<file path="config.mk">
export PLATFORM = sky130hd
export DESIGN_NAME = resource_ownership_table
export DESIGN_NICKNAME = d
export VERILOG_FILES = /design/src/design/rot_pkg.sv /design/src/design/rot_table.sv /design/src/design/rot_ctrl.sv /design/src/design/resource_ownership_table.sv
export SDC_FILE = /design/constraint.sdc
export NUM_CORES = 2
export LEC_CHECK = 0
export ABC_CLOCK_PERIOD_IN_PS = 10400
export BUFFER_PORTS_ARGS = -buffer_cell sky130_fd_sc_hd__buf_2
export CAP_MARGIN = 40
export CORE_UTILIZATION = 45
export DETAILED_ROUTE_END_ITERATION = 10
export SYNTH_ARGS = -nofsm -noshare
export SYNTH_HDL_FRONTEND = slang
export SYNTH_HIERARCHICAL = 1
export SYNTH_SLANG_ARGS = --single-unit
</file>
<file path="constraint.sdc">
create_clock -name clk -period 10.4 [get_ports clk]
set_clock_uncertainty 0.05 [all_clocks]
set_input_delay 0.52 -clock clk [delete_from_list [all_inputs] [get_ports clk]]
set_output_delay 0.52 -clock clk [all_outputs]
set_load 0.05 [all_outputs]
</file>
<file path="src/design/rot_pkg.sv">
`default_nettype none
// ----------------------------------------------------------------------------
// rot_pkg
// Shared types, widths and outcome codes of the resource ownership table.
// ----------------------------------------------------------------------------
package rot_pkg;

	localparam int KIND_W        = 32;
	localparam int NUMBER_W      = 32;
	localparam int HOLDER_W      = 32;
	localparam int OUTCOME_W     = 3;
	localparam int IN_TDATA_W    = 96;
	localparam int OUT_TDATA_W   = 40;
	localparam int DEF_TABLE_ENTRIES = 16;

	localparam logic [OUTCOME_W-1:0] OUTCOME_GRANTED  = 3'd0;
	localparam logic [OUTCOME_W-1:0] OUTCOME_ALREADY  = 3'd1;
	localparam logic [OUTCOME_W-1:0] OUTCOME_REPLACED = 3'd2;
	localparam logic [OUTCOME_W-1:0] OUTCOME_DENIED   = 3'd3;
	localparam logic [OUTCOME_W-1:0] OUTCOME_FULL     = 3'd4;

	typedef struct packed {
		logic [HOLDER_W-1:0] holder;
		logic [NUMBER_W-1:0] number;
		logic [KIND_W-1:0]   kind;
	} rot_entry_t;

	typedef struct packed {
		logic [HOLDER_W-1:0]  prior;
		logic [OUTCOME_W-1:0] outcome;
	} rot_result_t;

endpackage

`default_nettype wire

</file>
<file path="src/design/rot_table.sv">
`default_nettype none
// ----------------------------------------------------------------------------
// rot_table
// Entry memory with one registered read port, one write port and a
// per-entry occupied bit that reset clears.
// ----------------------------------------------------------------------------
module rot_table #(
	parameter int TABLE_ENTRIES = rot_pkg::DEF_TABLE_ENTRIES,
	parameter int IDX_W = (TABLE_ENTRIES > 1) ? $clog2(TABLE_ENTRIES) : 1
) (
	input  wire logic              clk,
	input  wire logic              arst_n,
	input  wire logic              rd_en,
	input  wire logic [IDX_W-1:0]  rd_addr,
	output rot_pkg::rot_entry_t    rd_entry,
	output logic                   rd_valid,
	input  wire logic              wr_en,
	input  wire logic [IDX_W-1:0]  wr_addr,
	input  wire rot_pkg::rot_entry_t wr_entry
);
	import rot_pkg::*;

	rot_entry_t               mem_q [TABLE_ENTRIES];
	logic [TABLE_ENTRIES-1:0] occupied_q;
	rot_entry_t               rd_entry_q;
	logic                     rd_valid_q;

	always_ff @(posedge clk) begin
		if (wr_en) begin
			mem_q[wr_addr] <= wr_entry;
		end
		if (rd_en) begin
			rd_entry_q <= mem_q[rd_addr];
		end
	end

	always_ff @(posedge clk or negedge arst_n) begin
		if (!arst_n) begin
			occupied_q <= '0;
			rd_valid_q <= 1'b0;
		end else begin
			if (wr_en) begin
				occupied_q[wr_addr] <= 1'b1;
			end
			if (rd_en) begin
				rd_valid_q <= occupied_q[rd_addr];
			end
		end
	end

	assign rd_entry = rd_entry_q;
	assign rd_valid = rd_valid_q;

endmodule

`default_nettype wire

</file>
<file path="src/design/rot_ctrl.sv">
`default_nettype none
// ----------------------------------------------------------------------------
// rot_ctrl
// Request sequencer: scans the table one entry per cycle through a shared
// compare unit, then decides the outcome; grants and replacements update it.
// ----------------------------------------------------------------------------
module rot_ctrl #(
	parameter int TABLE_ENTRIES = rot_pkg::DEF_TABLE_ENTRIES,
	parameter int IDX_W = (TABLE_ENTRIES > 1) ? $clog2(TABLE_ENTRIES) : 1
) (
	input  wire logic                      clk,
	input  wire logic                      arst_n,
	input  wire logic                      start,
	input  wire logic [rot_pkg::KIND_W-1:0]   req_kind,
	input  wire logic [rot_pkg::NUMBER_W-1:0] req_number,
	input  wire logic [rot_pkg::HOLDER_W-1:0] req_who,
	input  wire logic                      preempt_mode,
	output logic                           idle,
	output logic                           rd_en,
	output logic [IDX_W-1:0]               rd_addr,
	input  wire rot_pkg::rot_entry_t       rd_entry,
	input  wire logic                      rd_valid,
	output logic                           wr_en,
	output logic [IDX_W-1:0]               wr_addr,
	output rot_pkg::rot_entry_t            wr_entry,
	output logic                           res_valid,
	input  wire logic                      res_ready,
	output rot_pkg::rot_result_t           result
);
	import rot_pkg::*;

	localparam logic [1:0] ST_IDLE   = 2'd0;
	localparam logic [1:0] ST_SCAN   = 2'd1;
	localparam logic [1:0] ST_DECIDE = 2'd2;
	localparam logic [IDX_W-1:0] LAST_IDX = IDX_W'(TABLE_ENTRIES - 1);

	logic [1:0]          state_q;
	logic [IDX_W-1:0]    idx_q;
	logic                issued_q;
	logic                pend_q;
	logic                free_q;
	logic                match_q;
	logic [IDX_W-1:0]    cidx_q;
	logic [IDX_W-1:0]    free_at_q;
	logic [IDX_W-1:0]    hit_q;
	logic [KIND_W-1:0]   kind_q;
	logic [NUMBER_W-1:0] number_q;
	logic [HOLDER_W-1:0] who_q;
	logic [HOLDER_W-1:0] prior_q;

	logic hit_now;
	logic scan_end;
	logic fire;
	logic [OUTCOME_W-1:0] outcome;
	logic want_wr;

	assign hit_now  = pend_q && rd_valid && (rd_entry.kind == kind_q)
		&& (rd_entry.number == number_q);
	assign scan_end = hit_now || (pend_q && (cidx_q == LAST_IDX));
	assign idle     = (state_q == ST_IDLE);
	assign rd_en    = (state_q == ST_SCAN) && !issued_q;
	assign rd_addr  = idx_q;
	assign res_valid = (state_q == ST_DECIDE);
	assign fire     = res_valid && res_ready;

	always_comb begin
		outcome = OUTCOME_DENIED;
		want_wr = 1'b0;
		wr_addr = hit_q;
		if (who_q == '0) begin
			outcome = OUTCOME_DENIED;
		end else if (!match_q) begin
			if (!free_q) begin
				outcome = OUTCOME_FULL;
			end else begin
				outcome = OUTCOME_GRANTED;
				want_wr = 1'b1;
				wr_addr = free_at_q;
			end
		end else if (prior_q == who_q) begin
			outcome = OUTCOME_ALREADY;
		end else if (preempt_mode) begin
			outcome = OUTCOME_REPLACED;
			want_wr = 1'b1;
		end else begin
			outcome = OUTCOME_DENIED;
		end
	end

	assign wr_en           = fire && want_wr;
	assign wr_entry.kind   = kind_q;
	assign wr_entry.number = number_q;
	assign wr_entry.holder = who_q;
	assign result.outcome  = outcome;
	assign result.prior    = prior_q;

	always_ff @(posedge clk or negedge arst_n) begin
		if (!arst_n) begin
			state_q  <= ST_IDLE;
			idx_q    <= '0;
			issued_q <= 1'b0;
			pend_q   <= 1'b0;
			free_q   <= 1'b0;
			match_q  <= 1'b0;
		end else begin
			case (state_q)
				ST_IDLE: begin
					if (start) begin
						state_q  <= ST_SCAN;
						idx_q    <= '0;
						issued_q <= 1'b0;
						pend_q   <= 1'b0;
						free_q   <= 1'b0;
						match_q  <= 1'b0;
					end
				end
				ST_SCAN: begin
					if (!issued_q) begin
						pend_q <= 1'b1;
						if (idx_q == LAST_IDX) begin
							issued_q <= 1'b1;
						end else begin
							idx_q <= idx_q + 1'b1;
						end
					end else begin
						pend_q <= 1'b0;
					end
					if (pend_q && !rd_valid && !free_q) begin
						free_q <= 1'b1;
					end
					if (hit_now) begin
						match_q <= 1'b1;
					end
					if (scan_end) begin
						state_q <= ST_DECIDE;
					end
				end
				ST_DECIDE: begin
					if (fire) begin
						state_q <= ST_IDLE;
					end
				end
				default: begin
					state_q <= ST_IDLE;
				end
			endcase
		end
	end

	always_ff @(posedge clk) begin
		if ((state_q == ST_IDLE) && start) begin
			kind_q   <= req_kind;
			number_q <= req_number;
			who_q    <= req_who;
			prior_q  <= '0;
		end
		if ((state_q == ST_SCAN) && !issued_q) begin
			cidx_q <= idx_q;
		end
		if ((state_q == ST_SCAN) && pend_q && !rd_valid && !free_q) begin
			free_at_q <= cidx_q;
		end
		if ((state_q == ST_SCAN) && hit_now) begin
			hit_q   <= cidx_q;
			prior_q <= rd_entry.holder;
		end
	end

endmodule

`default_nettype wire

</file>
<file path="src/design/resource_ownership_table.sv">
`default_nettype none
// ----------------------------------------------------------------------------
// resource_ownership_table
// Ownership requests against a fixed table of resource entries.
// ----------------------------------------------------------------------------
// Each accepted request is matched against the table by scanning it from
// entry 0 upward, one entry per cycle through the single read port of the
// entry memory, and stopping at the first occupied entry with the same kind
// and number. The input is not ready while a request is being worked on,
// and it is ready again once the result is registered. The result waits
// in an output register, so a new request is taken while it is still
// pending; a second result then holds the sequencer until the register
// is free. The preemption mode is written through the configuration
// channel, which is always ready, and should be changed only while idle.
module resource_ownership_table #(
	parameter int TABLE_ENTRIES = rot_pkg::DEF_TABLE_ENTRIES
) (
	input  wire logic                            clk,
	input  wire logic                            arst_n,
	input  wire logic                            s_tvalid,
	output logic                                 s_tready,
	// resource_kind [31:0], resource_number [63:32], requester [95:64]
	input  wire logic [rot_pkg::IN_TDATA_W-1:0]  s_tdata,
	output logic                                 m_tvalid,
	input  wire logic                            m_tready,
	// outcome [2:0], prior_owner [34:3], zero fill [39:35]
	output logic [rot_pkg::OUT_TDATA_W-1:0]      m_tdata,
	input  wire logic                            cfg_valid,
	output logic                                 cfg_ready,
	input  wire logic                            cfg_data
);
	import rot_pkg::*;

	localparam int IDX_W = (TABLE_ENTRIES > 1) ? $clog2(TABLE_ENTRIES) : 1;

	logic        preempt_q;
	logic        idle;
	logic        start;
	logic        rd_en;
	logic [IDX_W-1:0] rd_addr;
	rot_entry_t  rd_entry;
	logic        rd_valid;
	logic        wr_en;
	logic [IDX_W-1:0] wr_addr;
	rot_entry_t  wr_entry;
	logic        res_valid;
	logic        res_ready;
	rot_result_t result;
	logic        out_valid_q;
	rot_result_t out_q;

	assign cfg_ready = 1'b1;
	assign s_tready  = idle;
	assign start     = s_tvalid && idle;
	assign res_ready = !out_valid_q || m_tready;

	always_ff @(posedge clk or negedge arst_n) begin
		if (!arst_n) begin
			preempt_q   <= 1'b0;
			out_valid_q <= 1'b0;
		end else begin
			if (cfg_valid) begin
				preempt_q <= cfg_data;
			end
			if (res_valid && res_ready) begin
				out_valid_q <= 1'b1;
			end else if (m_tready) begin
				out_valid_q <= 1'b0;
			end
		end
	end

	always_ff @(posedge clk) begin
		if (res_valid && res_ready) begin
			out_q <= result;
		end
	end

	assign m_tvalid = out_valid_q;
	assign m_tdata  = {{(OUT_TDATA_W - HOLDER_W - OUTCOME_W){1'b0}}, out_q.prior,
		out_q.outcome};

	rot_ctrl #(
		.TABLE_ENTRIES(TABLE_ENTRIES),
		.IDX_W(IDX_W)
	) u_ctrl (
		.clk(clk),
		.arst_n(arst_n),
		.start(start),
		.req_kind(s_tdata[KIND_W-1:0]),
		.req_number(s_tdata[KIND_W+NUMBER_W-1:KIND_W]),
		.req_who(s_tdata[KIND_W+NUMBER_W+HOLDER_W-1:KIND_W+NUMBER_W]),
		.preempt_mode(preempt_q),
		.idle(idle),
		.rd_en(rd_en),
		.rd_addr(rd_addr),
		.rd_entry(rd_entry),
		.rd_valid(rd_valid),
		.wr_en(wr_en),
		.wr_addr(wr_addr),
		.wr_entry(wr_entry),
		.res_valid(res_valid),
		.res_ready(res_ready),
		.result(result)
	);

	rot_table #(
		.TABLE_ENTRIES(TABLE_ENTRIES),
		.IDX_W(IDX_W)
	) u_table (
		.clk(clk),
		.arst_n(arst_n),
		.rd_en(rd_en),
		.rd_addr(rd_addr),
		.rd_entry(rd_entry),
		.rd_valid(rd_valid),
		.wr_en(wr_en),
		.wr_addr(wr_addr),
		.wr_entry(wr_entry)
	);

endmodule

`default_nettype wire

</file>
### After elaboration in Yosys (flattened, before gate mapping)

Memory sizes are Yosys's and may differ from the RTL's. A register that Yosys moved wholly into a read port is not among the register bits.
Index checks and enable logic that the tools add are counted.

* bits in registers: 204
* RAM bits: 1536
* input bits: 102
* output and inout bits: 43
* memories kept: 1

Memory list
* u_table.mem_q: depth 16, bits a word 96, read ports 1, clocked after memory_dff 1, write ports 1, RTL line rot_table.sv:23 `rot_entry_t mem_q [TABLE_ENTRIES];`

* add/sub/neg operators: 1
* $lt $le $gt $ge: 3
* equal/unequal tests: 14
* mux-type cells: 40
* bitwise gates (word level): 1
* reduce and logical (&&, ||, !) cells: 32

Operator list (number)
* 32-bit equality test: 3
* 32-bit 2-to-1 mux: 2
* 32-bit logical NOT: 1
* 4-bit 2-to-1 mux: 6
* 1-bit 2-to-1 mux: 18
* 1-bit logical AND: 16
* 16-bit OR: 1
* 4-bit by 5-bit < comparator with 1-bit output, second input constant: 2
* 3-bit 2-to-1 mux: 3
* 3-bit AND reduction: 3
* 4-bit equality test, second input constant: 2
* 2-bit by 1-bit inequality test with 1-bit output, second input constant: 4
* 1-bit one-hot mux with 2 select lines: 4
* 4-bit one-hot mux with 2 select lines: 1
* 2-bit 2-to-1 mux: 3
* 2-bit inequality test, second input constant: 3
* 2-bit one-hot mux with 3 select lines: 1
* 2-bit nonzero test: 3
* 4-bit by 1-bit adder with 4-bit output, second input constant: 1
* 1-bit binary-select mux with 4-bit select: 1
* 1-bit demux with 4-bit select: 1
* 4-bit by 1-bit greater-or-equal comparator with 1-bit output, second input constant: 1
* 1-bit logical NOT: 4
* 4-bit AND reduction: 1
* other kinds (5): 6

### Logic depth before layout (Yosys ltp)

* depth after elaboration: 8
* gate-level depth with buffers: 9
* depth with buffers taken out: 9

### Cells and area by module

The synthesis kept the hierarchy.

Modules (own cells, without submodules)
* rot_table: instances 1, cells each 2284, area each 61139.9 um^2
* rot_ctrl: instances 1, cells each 406, area each 6291.0 um^2
* resource_ownership_table: instances 1, cells each 50, area each 1201.2 um^2

### Worst setup path after synthesis

Ideal clock, no wire load.

* kind: register to register
* start point: register u_ctrl.who_q[30]
* end point: register u_table.occupied_q[0]
* arrival time: 9.435 ns
* data required time: 10.244 ns
* setup slack: 0.809 ns
* stages on the path, launching flop included: 9
* path buffers: 0
* clock period less this slack: 9.591 ns
* path through: edfxtp_1 -> nor4_1 -> nand4_1 -> nor2_1 -> or3b_1 -> mux2_2 -> or3b_2 -> nor3_1 -> or2_2

* cells in the longest elaborated chain, start to end: 7

RTL lines
* start, declared: RTL line rot_ctrl.sv:48 `logic [HOLDER_W-1:0] who_q;`
* start signal, assigned: RTL line rot_ctrl.sv:154 `who_q <= req_who;`
* 32-bit logical NOT (*): RTL line rot_ctrl.sv:70 `if (who_q == '0) begin`
* 4-bit 2-to-1 mux (*): RTL line rot_ctrl.sv:70
* named net wr_addr[2]: RTL line resource_ownership_table.sv:44 `logic [IDX_W-1:0] wr_addr;`
* 4-bit by 5-bit < comparator with 1-bit output (not written as such) or 4-bit by 1-bit greater-or-equal comparator with 1-bit output (tied branches): RTL line rot_table.sv:43 `occupied_q[wr_addr] <= 1'b1;`
* 1-bit logical AND (not written as such): RTL line rot_table.sv:43
* 1-bit 2-to-1 mux (not written as such): RTL line rot_table.sv:43
* 1-bit demux with 4-bit select (*)
* 16-bit OR (no source line) (*)
* end signal, assigned: RTL line rot_table.sv:39 `occupied_q <= '0;`
* end signal, assigned by index: RTL line rot_table.sv:43
* end, declared: RTL line rot_table.sv:24 `logic [TABLE_ENTRIES-1:0] occupied_q;`

The timed path passes the listed nets; every way through them passes the cells marked *.
A chain may end at the register's enable or synchronous reset.

### Worst setup path after layout

* start point: register u_ctrl.who_q[6]
* end point: memory u_table/mem_q[9][51] (netlist name), enable pin

RTL lines (RTL line)
* 32-bit logical NOT: rot_ctrl.sv:70
* 4-bit 2-to-1 mux: rot_ctrl.sv:70
* named net wr_addr[2]: resource_ownership_table.sv:44
* end, declared: rot_table.sv:23

The timed path passes the listed nets, and every way through them passes these cells.

==> run_summary.xml <==
<?xml version="1.0" encoding="UTF-8"?>
<metrics>
  <group name="outcome">
    <metric name="status" unit="">finished clean</metric>
  </group>
  <group name="critical_path">
    <metric name="crit_family" unit="">simple AND/OR/NAND/NOR gates</metric>
    <metric name="timing.critical_path.from" unit="">u_ctrl/who_q[6]</metric>
    <metric name="critical_path_depth" unit="">9</metric>
    <metric name="timing.critical_path.fanout_max" unit="">28</metric>
    <metric name="critical_path.cell_chain" unit="">nor4_1 &gt; nand4_1 &gt; nor2_1 &gt; or3b_1 &gt; mux2_2 &gt; nand3b_1 &gt; nor2_4 &gt; buf_4 &gt; buf_4</metric>
    <metric name="critPathRequiredTime" unit="ns">10.77</metric>
    <metric name="worst_setup_path_start_kind" unit="">register</metric>
    <metric name="critical_path.reg2reg.endpoint" unit="">u_table/mem_q[9][51]</metric>
    <metric name="r2r_slack" unit="ns">5.00</metric>
    <metric name="critical_path.n_buffers_inverters" unit="">2</metric>
    <metric name="cp_slowest_stage_delay" unit="ns">0.80</metric>
    <metric name="worst_setup_path_end_kind" unit="">register</metric>
    <metric name="worst_setup_path_class" unit="">reg -&gt; reg</metric>
    <metric name="critPathMostFrequentCell" unit="">buf_4</metric>
    <metric name="critPathSlowestCell" unit="">nor4_1</metric>
    <metric name="reg2reg_from" unit="">u_ctrl/who_q[6]</metric>
    <metric name="crit_end" unit="">u_table/mem_q[9][51]</metric>
    <metric name="ff2ff_path_depth" unit="">9</metric>
    <metric name="crit_arrival" unit="ns">5.77</metric>
  </group>
  <group name="timing">
    <metric name="setup_total_negative_slack" unit="ns">0</metric>
    <metric name="post-route-min-period" unit="ns">5.40</metric>
    <metric name="setup_viol" unit="">0</metric>
    <metric name="min_period_over_period" unit="%">51.9</metric>
    <metric name="worst_pin_slew" unit="ns">1.07</metric>
    <metric name="final-max-slew-violation-count" unit="">0</metric>
    <metric name="max-slew-margin-rel" unit="%">28.4</metric>
    <metric name="rsz0062_at_grt" unit="">false</metric>
    <metric name="fmaxAchievable" unit="GHz">0.185</metric>
    <metric name="final_hold_viols" unit="">0</metric>
  </group>
  <group name="global_routing">
    <metric name="grt_overflow" unit="">0</metric>
    <metric name="grt_pass1_wl" unit="µm">232000</metric>
    <metric name="gr-usage-all-layers" unit="%">21.2</metric>
    <metric name="grt_pass1_vias" unit="">32500</metric>
    <metric name="grt_antenna_before_repair" unit="">3</metric>
    <metric name="grt_max_degree" unit="">144</metric>
  </group>
  <group name="clocking">
    <metric name="numCtsBuffers" unit="">183</metric>
    <metric name="clock_latency_on_the_worst_skew_pair" unit="ns">0.81</metric>
    <metric name="cts.repair.resized" unit="">0</metric>
    <metric name="clock_tree.htree_level_count" unit="">4</metric>
    <metric name="cts_buffer_depth" unit="">3</metric>
    <metric name="tritoncts" unit="">done</metric>
    <metric name="clock_sink_total" unit="">1836</metric>
    <metric name="worst_setup_hold_path_clk_slew" unit="ns">0.06</metric>
    <metric name="post-cts-setup-buffer-count" unit="">0</metric>
    <metric name="cts-hold-fix-buffers" unit="">99</metric>
    <metric name="ctsRootBufferMaster" unit="">clkbuf_16</metric>
  </group>
  <group name="logic_synthesis">
    <metric name="seq_area_frac_synth" unit="%">80.1</metric>
    <metric name="synth_edf_count" unit="">1807</metric>
    <metric name="asyncSetResetFlopFracSynth" unit="%">1.58</metric>
    <metric name="synth_top_area_cell" unit="">edfxtp_1</metric>
    <metric name="synth_area_leaders" unit="">edfxtp_1, mux4_2, dfrtp_1</metric>
    <metric name="ys.flop_type" unit="">edfxtp_1</metric>
    <metric name="synth.ff_latch_count" unit="">1836</metric>
    <metric name="netlist-cell-type-count" unit="">49</metric>
    <metric name="synth_top_area_share" unit="%">79.1</metric>
    <metric name="synthesis.area" unit="µm²">68600</metric>
    <metric name="synth_cells" unit="">2740</metric>
    <metric name="syn_avg_cell_area" unit="µm²">25.0</metric>
    <metric name="synth.yosys.warnings" unit="">6</metric>
  </group>
  <group name="place">
    <metric name="placement.cell_area" unit="µm²">72400</metric>
    <metric name="portbufs" unit="">138</metric>
    <metric name="dpl.hpwl" unit="µm">85700</metric>
    <metric name="globalplace.congestion" unit="">0.814</metric>
  </group>
  <group name="final_layout">
    <metric name="layout-drive-gt1-share" unit="%">31.9</metric>
    <metric name="area_of_the_multi_input_gates" unit="µm²">13100</metric>
    <metric name="nets" unit="">3233</metric>
    <metric name="stdcell_area" unit="µm²">79600</metric>
    <metric name="area_growth_syn_to_layout" unit="%">15.9</metric>
    <metric name="number_of_fill_cells" unit="">11500</metric>
    <metric name="most_common_cell_after_layout_fill_and_taps_aside" unit="">edfxtp_1</metric>
    <metric name="regArea" unit="µm²">55000</metric>
    <metric name="mostFrequentLayoutCells" unit="">edfxtp_1, mux4_2, clkbuf_16</metric>
    <metric name="final_core_utilization" unit="%">52.8</metric>
  </group>
  <group name="floorplan">
    <metric name="start_util" unit="%">45.6</metric>
    <metric name="dieHeight" unit="µm">393</metric>
    <metric name="design.portCount" unit="">145</metric>
    <metric name="die_area" unit="µm²">154000</metric>
    <metric name="floorplan_die_width" unit="µm">393</metric>
    <metric name="core_region_area" unit="µm²">151000</metric>
    <metric name="fp-row-count" unit="">142</metric>
  </group>
  <group name="drt">
    <metric name="drtAntennaViolNets" unit="">0</metric>
    <metric name="wirelength" unit="µm">159000</metric>
    <metric name="detail_route.iter0.violations" unit="">3113</metric>
    <metric name="drt-pass1-iter-count" unit="">5</metric>
    <metric name="vias_per_cell" unit="">5.81</metric>
    <metric name="detail_route.wl_per_cell" unit="µm">30.1</metric>
    <metric name="drc_errors" unit="">0</metric>
    <metric name="vias" unit="">30800</metric>
  </group>
  <group name="power">
    <metric name="vdd_ir_drop_max" unit="µV">223</metric>
    <metric name="power_per_standard_cell_area" unit="nW/µm²">251</metric>
    <metric name="cellLeakagePower" unit="nW">24.8</metric>
  </group>
  <group name="worst_hold_path">
    <metric name="whs_path_depth" unit="">3</metric>
    <metric name="min_delay_path_class" unit="">in -&gt; reg</metric>
  </group>
  <group name="flow_run">
    <metric name="timing.max_cap.violations" unit="">0</metric>
  </group>
</metrics>
-- layer usage --
metal  global-route usage, %  vias to the layer above  part of all wire (%)
met5                       0                        -                     0
met4                    5.14                        0                   1.8
met3                    3.24                      193                   6.5
met2                    33.9                     1211                    49
met1                    30.7                    16900                    43
li1                        -                    12500                     -
-- Yosys cell counts (13+ instances only) --
cell type and n:
buf_2 30, nand4_1 17, nand2_1 13, mux4_2 484, buf_4 22, xnor2_1 48, and2_1 22, edfxtp_1 1807
or2_2 17, dfrtp_1 29, buf_1 18, nor2_1 25, clkbuf_1 37, nor4_1 28, xor2_1 41
-- worst reg2reg max path, stage by stage, from the launching register on --
cell and delay [ns]:
edfxtp_1 0.62, nor4_1 0.81, nand4_1 0.23, nor2_1 0.30, or3b_1 0.26, mux2_2 0.41, nand3b_1 0.39, nor2_4 0.77
buf_4 0.60, buf_4 0.58
-- layout make-up --
type                       instances  area share, %
timing repair buffer             319           3.49
tap                             2016           3.17
antenna                            2        0.00629
multi-input combinational        781           16.5
clock buffer                     222           6.14
inverter                           9         0.0487
clock inverter                   116           1.56
sequential                      1836           69.1
-- how the worst min path moves through the flow --
stage                                startpoint                    end
final                                  m_tready               m_tvalid
after global routing                   m_tready               m_tvalid
after CTS                              m_tready               m_tvalid
after detailed placement  u_table/occupied_q[0]  u_table/occupied_q[0]
after global placement    u_table/occupied_q[5]  u_table/occupied_q[5]
after floorplan                          arst_n               m_tvalid
-- metrics by stage --
| stage | setup slack [ns] | hold slack, ns | std cells | power, W |
|---|---|---|---|---|
| after CTS | 4.99 | 0.0232 | 5297 | 0.0202 |
| final | 5.00 | 0.0841 | 5301 | 0.0200 |
| after detailed placement | 5.03 | 0.400 | 4860 | 0.0135 |
| after global placement | 4.90 | 0.398 | 4838 | 0.0134 |
| after floorplan | 0.809 | 0.174 | 2744 | 0.0123 |
| after global routing | 4.82 | 0.0717 | 5300 | 0.0207 |
-- flip-flops by register name, summed over array words and instances (netlist names), 4 cells and up --
register / count
u_ctrl/who_q: 32
u_ctrl/free_at_q: 4
u_ctrl/kind_q: 32
u_ctrl/prior_q: 32
u_ctrl/number_q: 32
m_tdata: 35
u_ctrl/hit_q: 4
u_table/mem_q: 1536
u_table/rd_entry: 96
u_table/occupied_q: 16
u_ctrl/cidx_q: 4
u_ctrl/rd_addr: 4
-- power by group --
group / leakage, nW / switching [W] / internal, W
Sequential: 16.7 / 0.000551 / 0.00901
Combinational: 5.11 / 0.00194 / 0.00181
Clock: 3.00 / 0.00274 / 0.00394
Total: 24.8 / 0.00523 / 0.0148
-- logic make-up (layout without fill, tap and decap cells) --
kind of cell               after synthesis  in the layout  share of synthesized area, %
and+or+nand+nor                        172            172                          1.48
AOI/OAI and AO/OA                       20             20                         0.210
DFF                                   1836           1836                          80.1
muxes                                  493            493                          16.0
xor gates and xnor gates                89             89                          1.14
buffers and inverters                  127            666                         0.994
other                                    2              8                        0.0109
adders and majority gates                1              1                        0.0182
Power figures use the tool's default switching activity.
